$ cat config.mk
export PLATFORM = sky130hd
export DESIGN_NAME = hilbert_child_order_walker
export DESIGN_NICKNAME = d
export VERILOG_FILES = /design/src/rtl/core/hcow_pkg.sv /design/src/rtl/core/hilbert_child_order_walker.sv /design/src/rtl/core/hcow_walk_stage.sv /design/src/rtl/core/hcow_order_stage.sv
export SDC_FILE = /design/constraint.sdc
export NUM_CORES = 2
export LEC_CHECK = 0
export BUFFER_PORTS_ARGS = -buffer_cell sky130_fd_sc_hd__buf_2
export CORE_MARGIN = 8
export CORE_UTILIZATION = 35
export DETAILED_ROUTE_END_ITERATION = 12
export GPL_TIMING_DRIVEN = 0
export REMOVE_ABC_BUFFERS = 1
export SETUP_SLACK_MARGIN = 0.5
export SYNTH_ARGS = -nofsm -noshare
export SYNTH_HDL_FRONTEND = slang
export SYNTH_SLANG_ARGS = --single-unit
$ cat constraint.sdc
create_clock -name clk_i -period 9.3 [get_ports clk_i]
set_input_delay 2.325 -clock clk_i [delete_from_list [all_inputs] [get_ports clk_i]]
set_output_delay 2.325 -clock clk_i [all_outputs]
set_load 0.02 [all_outputs]
$ cat src/rtl/core/hcow_pkg.sv
// shared types, tables and lookup functions for the hilbert child order walker
package hcow_pkg;

  localparam int CoordBits      = 32;
  localparam int LevelsPerStage = 4;
  localparam int NumWalkStages  = (CoordBits + LevelsPerStage - 1) / LevelsPerStage;
  localparam int DepthW         = 6;
  localparam int StateW         = 4;
  localparam int CodeW          = 3;
  localparam int NumStates3d    = 12;
  localparam int NumChildren    = 8;

  localparam logic [1:0] Dims1d = 2'd1;
  localparam logic [1:0] Dims2d = 2'd2;
  localparam logic [1:0] Dims3d = 2'd3;

  localparam logic [1:0] DimsReset = Dims3d;

  typedef struct packed {
    logic [31:0]       x_coord;
    logic [31:0]       y_coord;
    logic [31:0]       z_coord;
    logic [DepthW-1:0] depth;
  } in_t;

  typedef struct packed {
    logic [StateW-1:0] final_state;
    logic [CodeW-1:0]  child_at_0;
    logic [CodeW-1:0]  child_at_1;
    logic [CodeW-1:0]  child_at_2;
    logic [CodeW-1:0]  child_at_3;
    logic [CodeW-1:0]  child_at_4;
    logic [CodeW-1:0]  child_at_5;
    logic [CodeW-1:0]  child_at_6;
    logic [CodeW-1:0]  child_at_7;
  } out_t;

  typedef struct packed {
    logic [CoordBits-1:0] x;
    logic [CoordBits-1:0] y;
    logic [CoordBits-1:0] z;
    logic [DepthW-1:0]    remaining;
    logic [StateW-1:0]    state;
  } walk_t;

  typedef logic [NumChildren-1:0][CodeW-1:0] order_t;

  localparam logic [3:0] OctNext [12][8] = '{
    '{4'd8,  4'd4,  4'd3,  4'd4,  4'd10, 4'd5, 4'd3,  4'd5},
    '{4'd2,  4'd4,  4'd11, 4'd4,  4'd2,  4'd5, 4'd9,  4'd5},
    '{4'd1,  4'd7,  4'd8,  4'd8,  4'd1,  4'd6, 4'd10, 4'd10},
    '{4'd11, 4'd11, 4'd0,  4'd7,  4'd9,  4'd9, 4'd0,  4'd6},
    '{4'd8,  4'd0,  4'd11, 4'd1,  4'd6,  4'd0, 4'd6,  4'd1},
    '{4'd10, 4'd10, 4'd9,  4'd9,  4'd0,  4'd7, 4'd1,  4'd7},
    '{4'd10, 4'd10, 4'd9,  4'd9,  4'd4,  4'd2, 4'd4,  4'd3},
    '{4'd2,  4'd8,  4'd3,  4'd11, 4'd2,  4'd5, 4'd3,  4'd5},
    '{4'd0,  4'd2,  4'd9,  4'd9,  4'd4,  4'd7, 4'd4,  4'd7},
    '{4'd1,  4'd3,  4'd8,  4'd8,  4'd1,  4'd3, 4'd5,  4'd6},
    '{4'd11, 4'd11, 4'd0,  4'd2,  4'd5,  4'd6, 4'd0,  4'd2},
    '{4'd10, 4'd10, 4'd1,  4'd3,  4'd4,  4'd7, 4'd4,  4'd7}};

  localparam logic [2:0] OctRank [12][8] = '{
    '{3'd0, 3'd1, 3'd3, 3'd2, 3'd7, 3'd6, 3'd4, 3'd5},
    '{3'd4, 3'd5, 3'd7, 3'd6, 3'd3, 3'd2, 3'd0, 3'd1},
    '{3'd4, 3'd7, 3'd5, 3'd6, 3'd3, 3'd0, 3'd2, 3'd1},
    '{3'd2, 3'd1, 3'd3, 3'd0, 3'd5, 3'd6, 3'd4, 3'd7},
    '{3'd0, 3'd1, 3'd7, 3'd6, 3'd3, 3'd2, 3'd4, 3'd5},
    '{3'd6, 3'd5, 3'd1, 3'd2, 3'd7, 3'd4, 3'd0, 3'd3},
    '{3'd2, 3'd1, 3'd5, 3'd6, 3'd3, 3'd0, 3'd4, 3'd7},
    '{3'd6, 3'd7, 3'd1, 3'd0, 3'd5, 3'd4, 3'd2, 3'd3},
    '{3'd0, 3'd7, 3'd3, 3'd4, 3'd1, 3'd6, 3'd2, 3'd5},
    '{3'd2, 3'd5, 3'd3, 3'd4, 3'd1, 3'd6, 3'd0, 3'd7},
    '{3'd4, 3'd3, 3'd5, 3'd2, 3'd7, 3'd0, 3'd6, 3'd1},
    '{3'd4, 3'd3, 3'd7, 3'd0, 3'd5, 3'd2, 3'd6, 3'd1}};

  localparam logic [1:0] QuadNext [4][4] = '{
    '{2'd1, 2'd0, 2'd3, 2'd0},
    '{2'd0, 2'd2, 2'd1, 2'd1},
    '{2'd2, 2'd1, 2'd2, 2'd3},
    '{2'd3, 2'd3, 2'd0, 2'd2}};

  localparam logic [1:0] QuadRank [4][4] = '{
    '{2'd0, 2'd1, 2'd3, 2'd2},
    '{2'd0, 2'd3, 2'd1, 2'd2},
    '{2'd2, 2'd3, 2'd1, 2'd0},
    '{2'd2, 2'd1, 2'd3, 2'd0}};

  function automatic logic [StateW-1:0] step_state(
    input logic [1:0]        dims,
    input logic [StateW-1:0] st,
    input logic [CodeW-1:0]  code
  );
    logic [StateW-1:0] nxt;
    nxt = '0;
    case (dims)
      Dims3d: begin
        if (st < StateW'(NumStates3d)) nxt = OctNext[st][code];
      end
      Dims2d: begin
        nxt = StateW'(QuadNext[st[1:0]][code[1:0]]);
      end
      default: begin
        nxt = '0;
      end
    endcase
    return nxt;
  endfunction

  function automatic order_t child_order(
    input logic [1:0]        dims,
    input logic [StateW-1:0] st
  );
    order_t ord;
    ord = '0;
    case (dims)
      Dims3d: begin
        if (st < StateW'(NumStates3d)) begin
          for (int i = 0; i < NumChildren; i++) begin
            ord[OctRank[st][i]] = CodeW'(i);
          end
        end
      end
      Dims2d: begin
        for (int i = 0; i < 4; i++) begin
          ord[CodeW'(QuadRank[st[1:0]][i])] = CodeW'(i);
        end
      end
      default: begin
        ord[0] = CodeW'(0);
        ord[1] = CodeW'(1);
      end
    endcase
    return ord;
  endfunction

endpackage

$ cat src/rtl/core/hilbert_child_order_walker.sv
// top level: hilbert state walk pipeline with child order output register
// pipeline: 8 walk stages of 4 levels each, then 1 order stage
// throughput: one beat per cycle while the output side does not stall
// each stage holds its beat under stall; a stage with no valid beat takes a new one
// reset clears all valid bits and sets dimensions to 3
module hilbert_child_order_walker (
  input  logic            clk_i,
  input  logic            rst_ni,
  input  logic            cfg_we_i,
  input  logic [1:0]      cfg_data_i,
  input  logic            in_valid_i,
  output logic            in_stall_o,
  input  hcow_pkg::in_t   in_data_i,
  output logic            out_valid_o,
  input  logic            out_stall_i,
  output hcow_pkg::out_t  out_data_o
);
  import hcow_pkg::*;

  logic [1:0] dims_q;

  logic  valid_s [NumWalkStages+1];
  logic  stall_s [NumWalkStages+1];
  walk_t data_s  [NumWalkStages+1];

  always_ff @(posedge clk_i or negedge rst_ni) begin
    if (!rst_ni) begin
      dims_q <= DimsReset;
    end else if (cfg_we_i) begin
      dims_q <= cfg_data_i;
    end
  end

  // clamp depth to the coordinate width
  assign data_s[0] = '{
    x:         in_data_i.x_coord[CoordBits-1:0],
    y:         in_data_i.y_coord[CoordBits-1:0],
    z:         in_data_i.z_coord[CoordBits-1:0],
    remaining: (in_data_i.depth > DepthW'(CoordBits)) ? DepthW'(CoordBits) : in_data_i.depth,
    state:     StateW'(0)
  };

  assign valid_s[0]  = in_valid_i;
  assign in_stall_o  = stall_s[0];

  for (genvar k = 0; k < NumWalkStages; k++) begin : g_walk
    hcow_walk_stage u_walk (
      .clk_i   (clk_i),
      .rst_ni  (rst_ni),
      .dims_i  (dims_q),
      .valid_i (valid_s[k]),
      .data_i  (data_s[k]),
      .stall_o (stall_s[k]),
      .valid_o (valid_s[k+1]),
      .data_o  (data_s[k+1]),
      .stall_i (stall_s[k+1])
    );
  end

  hcow_order_stage u_order (
    .clk_i   (clk_i),
    .rst_ni  (rst_ni),
    .dims_i  (dims_q),
    .valid_i (valid_s[NumWalkStages]),
    .data_i  (data_s[NumWalkStages]),
    .stall_o (stall_s[NumWalkStages]),
    .valid_o (out_valid_o),
    .data_o  (out_data_o),
    .stall_i (out_stall_i)
  );

endmodule

$ cat src/rtl/core/hcow_walk_stage.sv
// one pipeline stage that steps the hilbert state over a group of bit levels
module hcow_walk_stage (
  input  logic          clk_i,
  input  logic          rst_ni,
  input  logic [1:0]    dims_i,
  input  logic          valid_i,
  input  hcow_pkg::walk_t data_i,
  output logic          stall_o,
  output logic          valid_o,
  output hcow_pkg::walk_t data_o,
  input  logic          stall_i
);
  import hcow_pkg::*;

  logic  valid_q;
  walk_t data_q;
  walk_t data_d;

  assign stall_o = valid_q & stall_i;

  always_comb begin
    logic [StateW-1:0] st;
    logic [CodeW-1:0]  code;
    st = data_i.state;
    for (int j = 0; j < LevelsPerStage; j++) begin
      code = {data_i.z[CoordBits-1-j], data_i.y[CoordBits-1-j], data_i.x[CoordBits-1-j]};
      if (DepthW'(j) < data_i.remaining) st = step_state(dims_i, st, code);
    end
    data_d.state = st;
    data_d.x     = data_i.x << LevelsPerStage;
    data_d.y     = data_i.y << LevelsPerStage;
    data_d.z     = data_i.z << LevelsPerStage;
    data_d.remaining = (data_i.remaining > DepthW'(LevelsPerStage)) ?
                       data_i.remaining - DepthW'(LevelsPerStage) : '0;
  end

  always_ff @(posedge clk_i or negedge rst_ni) begin
    if (!rst_ni) begin
      valid_q <= 1'b0;
    end else if (!stall_o) begin
      valid_q <= valid_i;
    end
  end

  always_ff @(posedge clk_i) begin
    if (!stall_o && valid_i) begin
      data_q <= data_d;
    end
  end

  assign valid_o = valid_q;
  assign data_o  = data_q;

endmodule

$ cat src/rtl/core/hcow_order_stage.sv
// output stage that turns the final state into the child visiting order
module hcow_order_stage (
  input  logic            clk_i,
  input  logic            rst_ni,
  input  logic [1:0]      dims_i,
  input  logic            valid_i,
  input  hcow_pkg::walk_t data_i,
  output logic            stall_o,
  output logic            valid_o,
  output hcow_pkg::out_t  data_o,
  input  logic            stall_i
);
  import hcow_pkg::*;

  logic   valid_q;
  out_t   data_q;
  out_t   data_d;
  order_t ord;

  assign stall_o = valid_q & stall_i;
  assign ord     = child_order(dims_i, data_i.state);

  always_comb begin
    data_d.final_state = data_i.state;
    data_d.child_at_0  = ord[0];
    data_d.child_at_1  = ord[1];
    data_d.child_at_2  = ord[2];
    data_d.child_at_3  = ord[3];
    data_d.child_at_4  = ord[4];
    data_d.child_at_5  = ord[5];
    data_d.child_at_6  = ord[6];
    data_d.child_at_7  = ord[7];
  end

  always_ff @(posedge clk_i or negedge rst_ni) begin
    if (!rst_ni) begin
      valid_q <= 1'b0;
    end else if (!stall_o) begin
      valid_q <= valid_i;
    end
  end

  always_ff @(posedge clk_i) begin
    if (!stall_o && valid_i) begin
      data_q <= data_d;
    end
  end

  assign valid_o = valid_q;
  assign data_o  = data_q;

endmodule

After elaboration in Yosys (flattened, before gate mapping)

Memory sizes are Yosys's and may differ from the RTL's.
Cells that the tools add are included.
Widths: inputs -> output; s select.

Muxes and demuxes: 470
$lt $le $gt $ge: 220
Add/sub/neg operators: 7
$mul: 0
Reduce and logical (&&, ||, !) cells: 28
Bitwise operators: 157
Shifts and indexed selects: 0
Eq/ne operators: 2
Div/mod/pow operators: 0

Operator list:

| cell                | count |
|---|---|
| $mux 32             | 62 |
| $bmux 8 s2          | 32 |
| $mux 4              | 127 |
| $mux 8              | 62 |
| $bmux 4 s3          | 31 |
| $pmux 4 s2          | 32 |
| $ge 3x3->1 const B  | 64 |
| $not 2->3           | 64 |
| $ge 5x5->1 const B  | 32 |
| $not 4->5           | 32 |
| $bmux 2 s2          | 32 |
| $ge 4x4->1 const B  | 32 |
| $lt 4x4->1 const B  | 32 |
| $mux 2              | 64 |
| $not 3->4           | 32 |
| $lt 1x6->1 const A  | 16 |
| $lt 2x6->1 const A  | 16 |
| $demux 3 s3         | 7 |
| $or 16x16->16       | 3 |
| $gt 6x3->1 const B  | 7 |
| $mux 21             | 2 |
| $sub 6x3->6 const B | 7 |
| $pmux 18 s2         | 1 |
| $and 8x8->8         | 4 |
| 24 further kinds    | 91 |

Memories: 33
Bits of input ports: 109
Memory bits (read-only): 16,288
Output and inout bits: 30
Bits in latches: 0
Memory bits (writable): 0
Word-level logic and storage cells: 972
Flip-flop bits (word level): 449

Memories:

| memory           | words | width | read ports | clocked after Yosys merged registers in | wr ports | line           | RTL |
|---|---|---|---|---|---|---|---|
| (no name shown)  | 16    | 32    | 1          | 0                                       | 0        | hcow_pkg.sv:97 | `if (st < StateW'(NumStates3d)) nxt = OctNext[st][code];` |
| (no name shown)  | 16    | 32    | 1          | 0                                       | 0        | hcow_pkg.sv:97 |  |
| (no name shown)  | 16    | 32    | 1          | 0                                       | 0        | hcow_pkg.sv:97 |  |
| (no name shown)  | 16    | 32    | 1          | 0                                       | 0        | hcow_pkg.sv:97 |  |
| (no name shown)  | 16    | 32    | 1          | 0                                       | 0        | hcow_pkg.sv:97 |  |
| (no name shown)  | 16    | 32    | 1          | 0                                       | 0        | hcow_pkg.sv:97 |  |
| 27 more memories | --    | --    | --         | --                                      | --       | --             |  |

Logic depth before layout (Yosys ltp)

Word-level depth: 40
Mapped depth: 39
Depth with buffers taken out: 35

Modules after synthesis

From an unflattened synthesis, not the netlist that was laid out.

Cell total of the unflattened synthesis: 5,114
Area total of the unflattened synthesis: 53,521.3 µm²

Modules (own cells, without submodules):

| module                                 | times used | sequential area each (µm²) | area each (µm²) | cells each |
|---|---|---|---|---|
| hcow_walk_stage (g_walk[4].u_walk ...) | 2          | 2,847.7                    | 6,488.7         | 626 |
| hcow_walk_stage (g_walk[0].u_walk)     | 1          | 2,847.7                    | 6,657.6         | 644 |
| hcow_walk_stage (g_walk[3].u_walk)     | 1          | 2,847.7                    | 6,547.5         | 640 |
| hcow_walk_stage (g_walk[2].u_walk)     | 1          | 2,847.7                    | 6,527.5         | 608 |
| hcow_walk_stage (g_walk[1].u_walk)     | 1          | 2,847.7                    | 6,442.4         | 617 |
| hcow_walk_stage (g_walk[6].u_walk)     | 1          | 2,847.7                    | 6,317.3         | 599 |
| hcow_walk_stage (g_walk[7].u_walk)     | 1          | 2,847.7                    | 6,241.0         | 589 |
| hcow_order_stage                       | 1          | 865.8                      | 1,689.1         | 154 |
| hilbert_child_order_walker             | 1          | 52.6                       | 121.4           | 11 |

Worst setup path before layout

Ideal clock, no wire load.

Path kind: input port to flip-flop
Start point: in in_data_i[5] (netlist bit)
End point: reg g_walk[0].u_walk.data_q (netlist bit g_walk[0].u_walk.data_o[0]) (data pin)
Library setup time: 158 ps
Required time: 9,142 ps
Stages on the path: 30
Arrival: 8,803 ps
Buffers on the path: 4
Path slack: 339 ps
Cells stage by stage: clkbuf_1 nor2b_1 inv_1 ha_1 nor3b_1 nand2_1 and3_1 ha_1 clkbuf_1 a21boi_0 o221ai_1 a22o_1 a2111oi_0 o21ai_0 nand3_1 ha_1 clkbuf_1 and2_1 a2111o_1 o2111a_1 a221oi_1 a21oi_2 ha_1 clkbuf_1 nand2_1 a21boi_0 mux2_2 o31a_1 or4b_1 o211ai_1

RTL lines:

| element              | line                             | RTL |
|---|---|---|
| from (decl)          | hilbert_child_order_walker.sv:13 | `input hcow_pkg::in_t in_data_i,` |
| to (signal assigned) | hcow_walk_stage.sv:47            | `data_q <= data_d;` |
| to (decl)            | hcow_walk_stage.sv:16            | `walk_t data_q;` |

==> metrics.cfg <==
[yosys]
synth_enable_flop_cells=438
synth_area_um2=38700
yosys-top-cells-count=438 x edfxtp_1, 380 x nand2_1, 375 x nor2_1
synthCells=4422
synth_area_leader_cell=edfxtp_1
ys_types=127
ys.warnings.count=0
synthTopCellsByArea=edfxtp_1 34%, ha_1 7.1%, nand2_1 3.7%, nor2_1 3.6%, a21oi_1 3.6%
ys_seq_area_share_pct=34.7
synthArstFlopShare_pct=2.45
yosys_most_used_dff=edfxtp_1
avgSynthCellArea_um2=8.75
ys_seq_elements=449
yosysMostFrequentCell=edfxtp_1
yosys.area.top_type_share_pct=34.0

[setup_path]
ff2ff_setup_slack_ns=0.80
worst_path_max_delay_cell=ha_2
r2r_end=g_walk[3].u_walk.data_o[1]
critPathLaunchType=input port
criticalPathCategory=in2reg
rr_worst_depth=27
crit_buf_inv=2
worst_path_largest_cell_delay_ns=0.51
worstPathArrival_ns=9.11
cp_data_required_time_ns=9.79
cp-end-kind=register
critical-path-top-delay-family=compound AO/OA/AOI/OAI gates
worstReg2RegStart=dims_q[1]
path_max_fanout=11

[detailed_routing]
routedWlPerCell_um=19.3
firstDrtPassIters=10
wl_um=113000
wl_met2_um=52600
met1_length_um=49600
antenna_left=0
highest_layer=met4
vias_per_cell=6.08
vias=35700
drcViolationCount=0
met3_length_um=8340
drt-initial-drc-count=3489

[cells_and_area]
drive_gt1_share_pct=11.6
final_util_pct=38.7
syn_to_final_growth_pct=10.1
design_area_um2=42600
fillers=11100
nNetsFinal=4678

[timing]
final.min_clock_period_ns=8.62
report.final.slew_viol_count=0
setup_viol=0
hold_viol_final=0
hold-worst-slack_ns=0.409
worst_slew_pin_slew_ns=1.23
skew_ns=0.0308
finalCritPeriodShare_pct=92.7
rsz0062_at_grt=yes
fmax_mhz=116
timing.slew.headroom_pct=18.2

[run_status]
status=completed

[power]
leakagePower_nw=15.5
power.ir.vdd_worst_v=0.000170
pwr_density_cell_nw_per_um2=253

[die]
initial_core_util_pct=35.1
die_x_um=349
rows=122
ioPinCount=139
dieArea_um2=121000
core_um2=110000
die-height_um=349

[global_route]
antenna_found_initial=4
grt_usage_pct=17.2
grt_pass1_vias=32700
grt_remaining_overflow=0
grt_max_degree=55
grt_pass1_wl_um=178000

[hold_path]
holdPathStages=0
min-delay-start=g_walk[0].u_walk.data_o[23]
hold_path.class=reg2reg
holdPathEnd=g_walk[1].u_walk.data_o[27]

[clock_tree]
clkSinkCount=449
root_buffer=clkbuf_16
clock_latency_ns=0.66
cts_buffers=53
cts_tree=yes
clock_path_buffers=3
path_clk_slew_ns=0.06
h-tree-depth=2

[run]
cap_violations=0

[placement]
gp_congestion=0.907
hpwlAfterDp_um=75100
port_buffers=138
dpl_cell_area_um2=40200

## stage by stage
| stage | std cells | setup WS (ns) | power, mW | setup TNS (ns) |
|---|---|---|---|---|
| after floorplan | 4079 | 0.142 | 7.02 | 0 |
| after global placement | 5705 | -3.90 | 8.41 | -102.34 |
| after detailed placement | 5724 | -1.78 | 8.46 | -6.98 |
| after CTS | 5825 | 0.493 | 10.6 | 0 |
| after global routing | 5879 | 0.371 | 11.6 | 0 |
| final | 5880 | 0.679 | 10.8 | 0 |
## power by group
group | switching [mW] | total (mW) | leakage (nW) | internal [mW]
combinational | 3.37 | 5.38 | 10.3 | 2.02
sequential | 0.604 | 3.31 | 4.43 | 2.71
clock | 0.922 | 2.11 | 0.841 | 1.18
## worst max path at each step
stage | startpoint | endpoint | slack [ns] | cells after the start
floorplan | in_data_i[2] | g_walk[0].u_walk.data_o[3] | 0.14 | 27
global placement | dims_q[1] | g_walk[6].u_walk.data_o[0] | -3.90 | 26
detailed placement | in_data_i[5] | g_walk[0].u_walk.data_o[3] | -1.78 | 28
CTS | in_data_i[5] | g_walk[0].u_walk.data_o[3] | 0.49 | 28
global route | dims_q[1] | g_walk[3].u_walk.data_o[1] | 0.37 | 27
finish | in_data_i[5] | g_walk[0].u_walk.data_o[0] | 0.68 | 27
## logic make-up (layout without fill, tap and decap cells)
group | count (synthesis) | count (layout) | synth area share [%]
other | 0 | 1 | 0
buffers and inverters | 556 | 524 | 5.86
AOI/OAI and AO/OA | 1519 | 1519 | 28.4
muxes | 130 | 130 | 3.66
DFF | 449 | 449 | 34.7
adders and majority gates | 220 | 220 | 7.11
xor gates and xnor gates | 39 | 39 | 0.883
and+or+nand+nor | 1509 | 1510 | 19.4
## what timing repair did
item / in CTS / in global routing
gates resized for setup: 15 / 20
endpoints found under the hold margin: 0 / 0
hold buffers: 0 / 0
pin swaps: 2 / 7
cloned: 0 / 1
setup buffers: 4 / 53
setup endpoints to repair: 12 / 28
## final cells by class
class | count | area [um2] | share of cell area (%)
clock inverters | 35 | 367 | 0.860
multi-input cells | 3418 | 23300 | 54.6
diodes | 1 | 2.50 | 0.00587
inverters | 213 | 811 | 1.90
flip-flops and latches | 449 | 13400 | 31.5
well taps | 1488 | 1860 | 4.37
clock buffers | 62 | 1400 | 3.28
repair buffers | 214 | 1480 | 3.48
## layout by cell type, fill, tap and decap left out, types with 38 or more instances in the layout
cell type / synthesis / routed
a211oi_1: 83 / 83
a21oi_1: 280 / 280
a31oi_1: 72 / 70
and2_1: 44 / 40
buf_2: 77 / 139
buf_4: 5 / 59
clkbuf_16: 0 / 53
edfxtp_1: 438 / 438
ha_1: 220 / 216
inv_1: 176 / 175
mux2i_1: 92 / 92
nand2_1: 380 / 376
nand2b_1: 80 / 79
nand3_1: 135 / 134
nand4_1: 39 / 39
nor2_1: 375 / 373
nor2b_1: 68 / 65
nor3_1: 142 / 141
nor4_1: 38 / 38
o211ai_1: 88 / 88
o21ai_0: 246 / 241
o31ai_1: 50 / 49
## worst reg2reg max path: cells and delay by family, from the launching register on
| kind | cells | cell delay (ns) |
|---|---|---|
| buf+inv | 5 | 0.93 |
| compound gates | 12 | 3.04 |
| flops | 1 | 0.82 |
| simple gates | 7 | 2.31 |
| fa+ha+maj | 3 | 1.16 |
## routing by layer
metal	vias up	track usage (%)
met5	-	0
met4	0	5.07
met3	195	2.37
met2	1571	28.2
met1	17000	23.6
li1	16900	-
## flip-flops by register name (all words and copies together) (netlist names)
name and cells:
dims_q 2, g_walk.u_walk.data_o 410, g_walk.u_walk.valid_o 8, u_order.data_o 28, u_order.valid_o 1
(Power assumes the default switching activity.)
